==> config.mk <==
export PLATFORM = sky130hd
export DESIGN_NAME = tsib_frac_div
export DESIGN_NICKNAME = d
export VERILOG_FILES = /design/src/rtl/tsib_pkg.sv /design/src/rtl/tsib_frac_div.sv
export SDC_FILE = /design/constraint.sdc
export NUM_CORES = 1
export LEC_CHECK = 0
export BUFFER_PORTS_ARGS = -buffer_cell sky130_fd_sc_hd__buf_4
export CAP_MARGIN = 25
export CORE_MARGIN = 2
export CORE_UTILIZATION = 60
export DETAILED_ROUTE_END_ITERATION = 6
export PLACE_DENSITY = 0.83
export RECOVER_POWER = 25
export SYNTH_ARGS = -nofsm -noshare
export SYNTH_HDL_FRONTEND = slang
export SYNTH_SLANG_ARGS = --single-unit
==> constraint.sdc <==
create_clock -name clock -period 8.99 [get_ports clock]
set_input_delay 0.4495 -clock clock [delete_from_list [all_inputs] [get_ports clock]]
set_output_delay 0.4495 -clock clock [all_outputs]
set_load 0.01 [all_outputs]
==> src/rtl/tsib_pkg.sv <==
// ----------------------------------------------------------------------------
// tsib_pkg: shared types and constants for the sorted pose buffer
// Field widths, result codes and helper types.
// ----------------------------------------------------------------------------
`default_nettype none
package tsib_pkg;
   localparam int DefaultDepth = 64;
   localparam int TimeW   = 48;
   localparam int EntW    = 32;
   localparam int PoseW   = 32;
   localparam int NumPose = 6;
   localparam int FracW   = 16;

   localparam logic [1:0] StatInserted = 2'd0;
   localparam logic [1:0] StatEvicted  = 2'd1;
   localparam logic [1:0] StatDropped  = 2'd2;

   localparam logic FuncInsert  = 1'b0;
   localparam logic FuncPredict = 1'b1;

   typedef logic [NumPose*PoseW-1:0] pose_vec_type;

   typedef struct packed {
      logic              start;
      logic [TimeW-1:0]  num;
      logic [TimeW-1:0]  den;
   } div_req_type;

   typedef struct packed {
      logic              done;
      logic [FracW-1:0]  frac;
   } div_rsp_type;
endpackage
`default_nettype wire

==> src/rtl/tsib_frac_div.sv <==
// ----------------------------------------------------------------------------
// tsib_frac_div: iterative fraction divider
// Restoring division, one quotient bit per cycle: frac = (num<<16)/den,
// saturating to all ones when num >= den.
// ----------------------------------------------------------------------------
`default_nettype none
module tsib_frac_div
   import tsib_pkg::*;
(
   input  wire logic        clock,
   input  wire logic        reset,
   input  wire div_req_type div_req,
   output div_rsp_type      div_rsp
);
   logic [TimeW:0]       rem_ff, rem_in;
   logic [TimeW-1:0]     den_ff, den_in;
   logic [FracW-1:0]     quo_ff, quo_in;
   logic [4:0]           cnt_ff, cnt_in;
   logic                 busy_ff, busy_in;
   logic                 done_ff, done_in;
   logic [TimeW+1:0]     trial;
   logic [TimeW:0]       shifted;

   always_comb begin
      shifted = {rem_ff[TimeW-1:0], 1'b0};
      trial   = {1'b0, shifted} - {2'b00, den_ff};
      rem_in  = rem_ff;
      den_in  = den_ff;
      quo_in  = quo_ff;
      cnt_in  = cnt_ff;
      busy_in = busy_ff;
      done_in = 1'b0;
      if (div_req.start) begin
         den_in  = div_req.den;
         rem_in  = {1'b0, div_req.num};
         cnt_in  = 5'(FracW);
         if (div_req.num >= div_req.den) begin
            quo_in  = '1;
            done_in = 1'b1;
         end else begin
            quo_in  = '0;
            busy_in = 1'b1;
         end
      end else if (busy_ff) begin
         if (!trial[TimeW+1]) begin
            rem_in = trial[TimeW:0];
            quo_in = {quo_ff[FracW-2:0], 1'b1};
         end else begin
            rem_in = shifted;
            quo_in = {quo_ff[FracW-2:0], 1'b0};
         end
         cnt_in = cnt_ff - 5'd1;
         if (cnt_ff == 5'd1) begin
            busy_in = 1'b0;
            done_in = 1'b1;
         end
      end
   end

   always_ff @(posedge clock) begin
      rem_ff <= rem_in;
      den_ff <= den_in;
      quo_ff <= quo_in;
      cnt_ff <= cnt_in;
      if (reset) begin
         busy_ff <= 1'b0;
         done_ff <= 1'b0;
      end else begin
         busy_ff <= busy_in;
         done_ff <= done_in;
      end
   end

   assign div_rsp.done = done_ff;
   assign div_rsp.frac = quo_ff;
endmodule
`default_nettype wire

==> run metrics <==
Seq pwr share 32.7%; mapped cell area 8637 um^2; EDFF count, synth 112; n_diodes 0; max-cap viol count 1; Detail Placement HPWL 14,000 um; XOR/XNOR share of the synthesized area 4.563%; number of H-tree levels 4; flops & latches, synth 119; Clk pwr share 29.1%; Hold Path Sink busy_ff; most common cell after layout, fill and taps aside edfxtp_1; wire per inst 16.76 um; Antenna Nets Post-Route 0; Switching Share 35.52%; CTS buffer count 17; register area share after synthesis 40.56%; via count 7,061; r2r endpoint rem_ff[1]; grt ovf 0; outcome finished with violations; DRT Pass-1 Iters 5; failing checks capacitance limit, slew limit; most frequent cells in the layout edfxtp_1 (112), inv_1 (110), ha_1 (97); final WL 19,910 um; maximum VDD drop 0.1714 mV; Synth Area in Compound Gates 19.98%; vias in the first global route 6,866; Worst Skew 0.009191 ns; clock slew at reported path FFs 0.06 ns; Root Driver clkbuf_16; fin util 72.59%; CTS sink count 119; Hold Crit Start reset; Setup Crit Path Kind flip-flop to flip-flop; fin crit period 3.795 ns; Synth async-reset ratio 0%; Cell Chain, Critical Path ha_1 -> a21oi_1 -> o21ai_0 -> a211oi_1 -> nor2_1 -> or4_1 -> o22ai_2 -> o41ai_4 -> and2_4 -> a31oi_4 -> buf_4 -> mux2i_1 -> mux2_2; hold crit path type input pin to flip-flop; net switching power 0.8416 mW; vias per inst 5.944; TNS Setup 0 ns; Die ar. 15,370 um^2; Max-slew headroom -29.26%; fin cells 1,188; top cell family by delay on the critical path compound AO/OA/AOI/OAI gates; CTS tree yes; Mapped Cells 895; pwr dens 233.3 nW/um^2; first-pass GRT wire length 32,020 um; Max Slew Vio Count 47; final-report setup violation count 0; die width 124.0 um; part of the cycle the worst path needs 42.21%; hold buffers post-CTS 0; initial antenna violation count 0; placed cell count 1,154; CP bufs+invs 1; mux contribution to synthesized area 0.9561%; Longest Clk Path Bufs 2; post-synth cell types 68; Primary FF master, synth edfxtp_1; Pleak 4.597 nW; GP Congestion 0.8741; Final #Nets 1,192; hold slack 0.1875 ns; Synthesis Warnings 0; critical path's largest stage delay 0.45 ns; Layout fillers 1,050; Slew @ Worst Pin 1.939 ns; Final Hold Vio Count 0; buffers added on ports 115; Crit Reg-Reg Startpoint rem_ff[11]; f_max 263.5 MHz; FF-to-FF setup slack 5.20 ns; Syn Nets 1,092; layout cells sized above 1 14.48%; Core Rows 43; Logic pwr share 38.2%; area of the core 13,990 um^2; post-CTS setup buffers 0; clk_lat worst skew 0.43 ns; CP Launch Type flip-flop; WHS Path Cells 2; largest family of logic cells by synthesized area compound AO/OA/AOI/OAI gates; area grow syn2layout 17.57%; Mapped Avg Cell Area 9.650 um^2; RSZ-0062 raised after global routing no; Int Pwr 1.528 mW; DRC Markers 0; Initial Util 61.74%; quantity of gates resized following cts 0; worst path required time 9.17 ns; CP Capture Type flip-flop; largest net degree at the start of global routing 110; reg2reg path depth 13; Max FO, Critical Path 46; io pins 116; simple-gate share of the synthesized area 12.81%; CP max stage cell buf_4; Die Span Y 124.0 um; Synth Area in Adders 14.28%; total track usage 26.84%; Initial DRC Count 524; crit path DAT 3.97 ns
## logic make-up after synthesis
kind of cell | Yosys count
AOI/OAI and AO/OA | 248
and+or+nand+nor | 226
buffers and inverters | 151
DFF | 119
adders and majority gates | 98
xor gates and xnor gates | 45
muxes | 8
## worst max path at each step
stage	start	to	slack [ns]	depth (start not counted)
finish	rem_ff[11]	rem_ff[1]	5.20	13
global route	rem_ff[11]	rem_ff[1]	4.96	13
CTS	rem_ff[11]	rem_ff[1]	4.44	13
detailed placement	rem_ff[11]	rem_ff[1]	4.46	13
global placement	rem_ff[11]	rem_ff[1]	4.63	13
floorplan	rem_ff[15]	rem_ff[45]	5.78	13
## power by group through the flow
stage | combinational (mW) | clock, mW | sequential [mW]
global placement | 0.855 | 0 | 0.780
detailed placement | 0.879 | 0 | 0.781
CTS | 0.889 | 0.695 | 0.774
global route | 1.00 | 0.718 | 0.785
finish | 0.904 | 0.690 | 0.775
floorplan | 0.673 | 0 | 0.773
## Yosys cell counts, drive strengths merged (10+ instances only)
| master | number | area (um^2) |
|---|---|---|
| clkbuf | 26 | 97.59 |
| inv | 110 | 412.9 |
| xnor2 | 22 | 192.7 |
| o21ai | 32 | 160.1 |
| a21oi | 68 | 340.3 |
| nor2 | 32 | 120.1 |
| o311ai | 32 | 280.3 |
| nor2b | 10 | 62.56 |
| nand2 | 77 | 289.0 |
| nand2b | 10 | 62.56 |
| a21o | 42 | 315.3 |
| o21a | 17 | 127.6 |
| xor2 | 23 | 201.4 |
| edfxtp | 112 | 3363 |
| nand4 | 20 | 125.1 |
| nand3 | 40 | 200.2 |
| buf | 14 | 77.57 |
| ha | 97 | 1214 |
## registers in the layout, summed over array words and instances, names as in the netlist
| register | flops |
|---|---|
| busy_ff | 1 |
| cnt_ff | 5 |
| den_ff | 48 |
| done_ff | 1 |
| quo_ff | 16 |
| rem_ff | 48 |
## layout make-up
cell class | count | area (um^2) | share of cell area, %
clock buffers | 17 | 425.4 | 4.189
clock inverters | 15 | 168.9 | 1.663
inverters | 111 | 416.7 | 4.103
multi-input cells | 625 | 4542 | 44.73
flip-flops and latches | 119 | 3503 | 34.50
well taps | 180 | 225.2 | 2.218
repair buffers | 121 | 873.3 | 8.600
## stage by stage
stage / worst slack, ns / instance area, um^2 / power, mW
finish: 5.195 / 10150 / 2.370
global route: 4.958 / 10150 / 2.507
CTS: 4.443 / 10170 / 2.359
detailed placement: 4.460 / 9580 / 1.660
global placement: 4.627 / 9580 / 1.635
floorplan: 5.780 / 8637 / 1.446
## per-layer routing
metal,track usage (%),routed length (um),vias to the layer above
met4,6.742,292,0
met3,6.410,1136,24
li1,-,-,3497
met1,35.79,9062,3315
met5,0,0,-
met2,44.30,9417,225
Note: power is estimated with default switching activity, not from simulation.
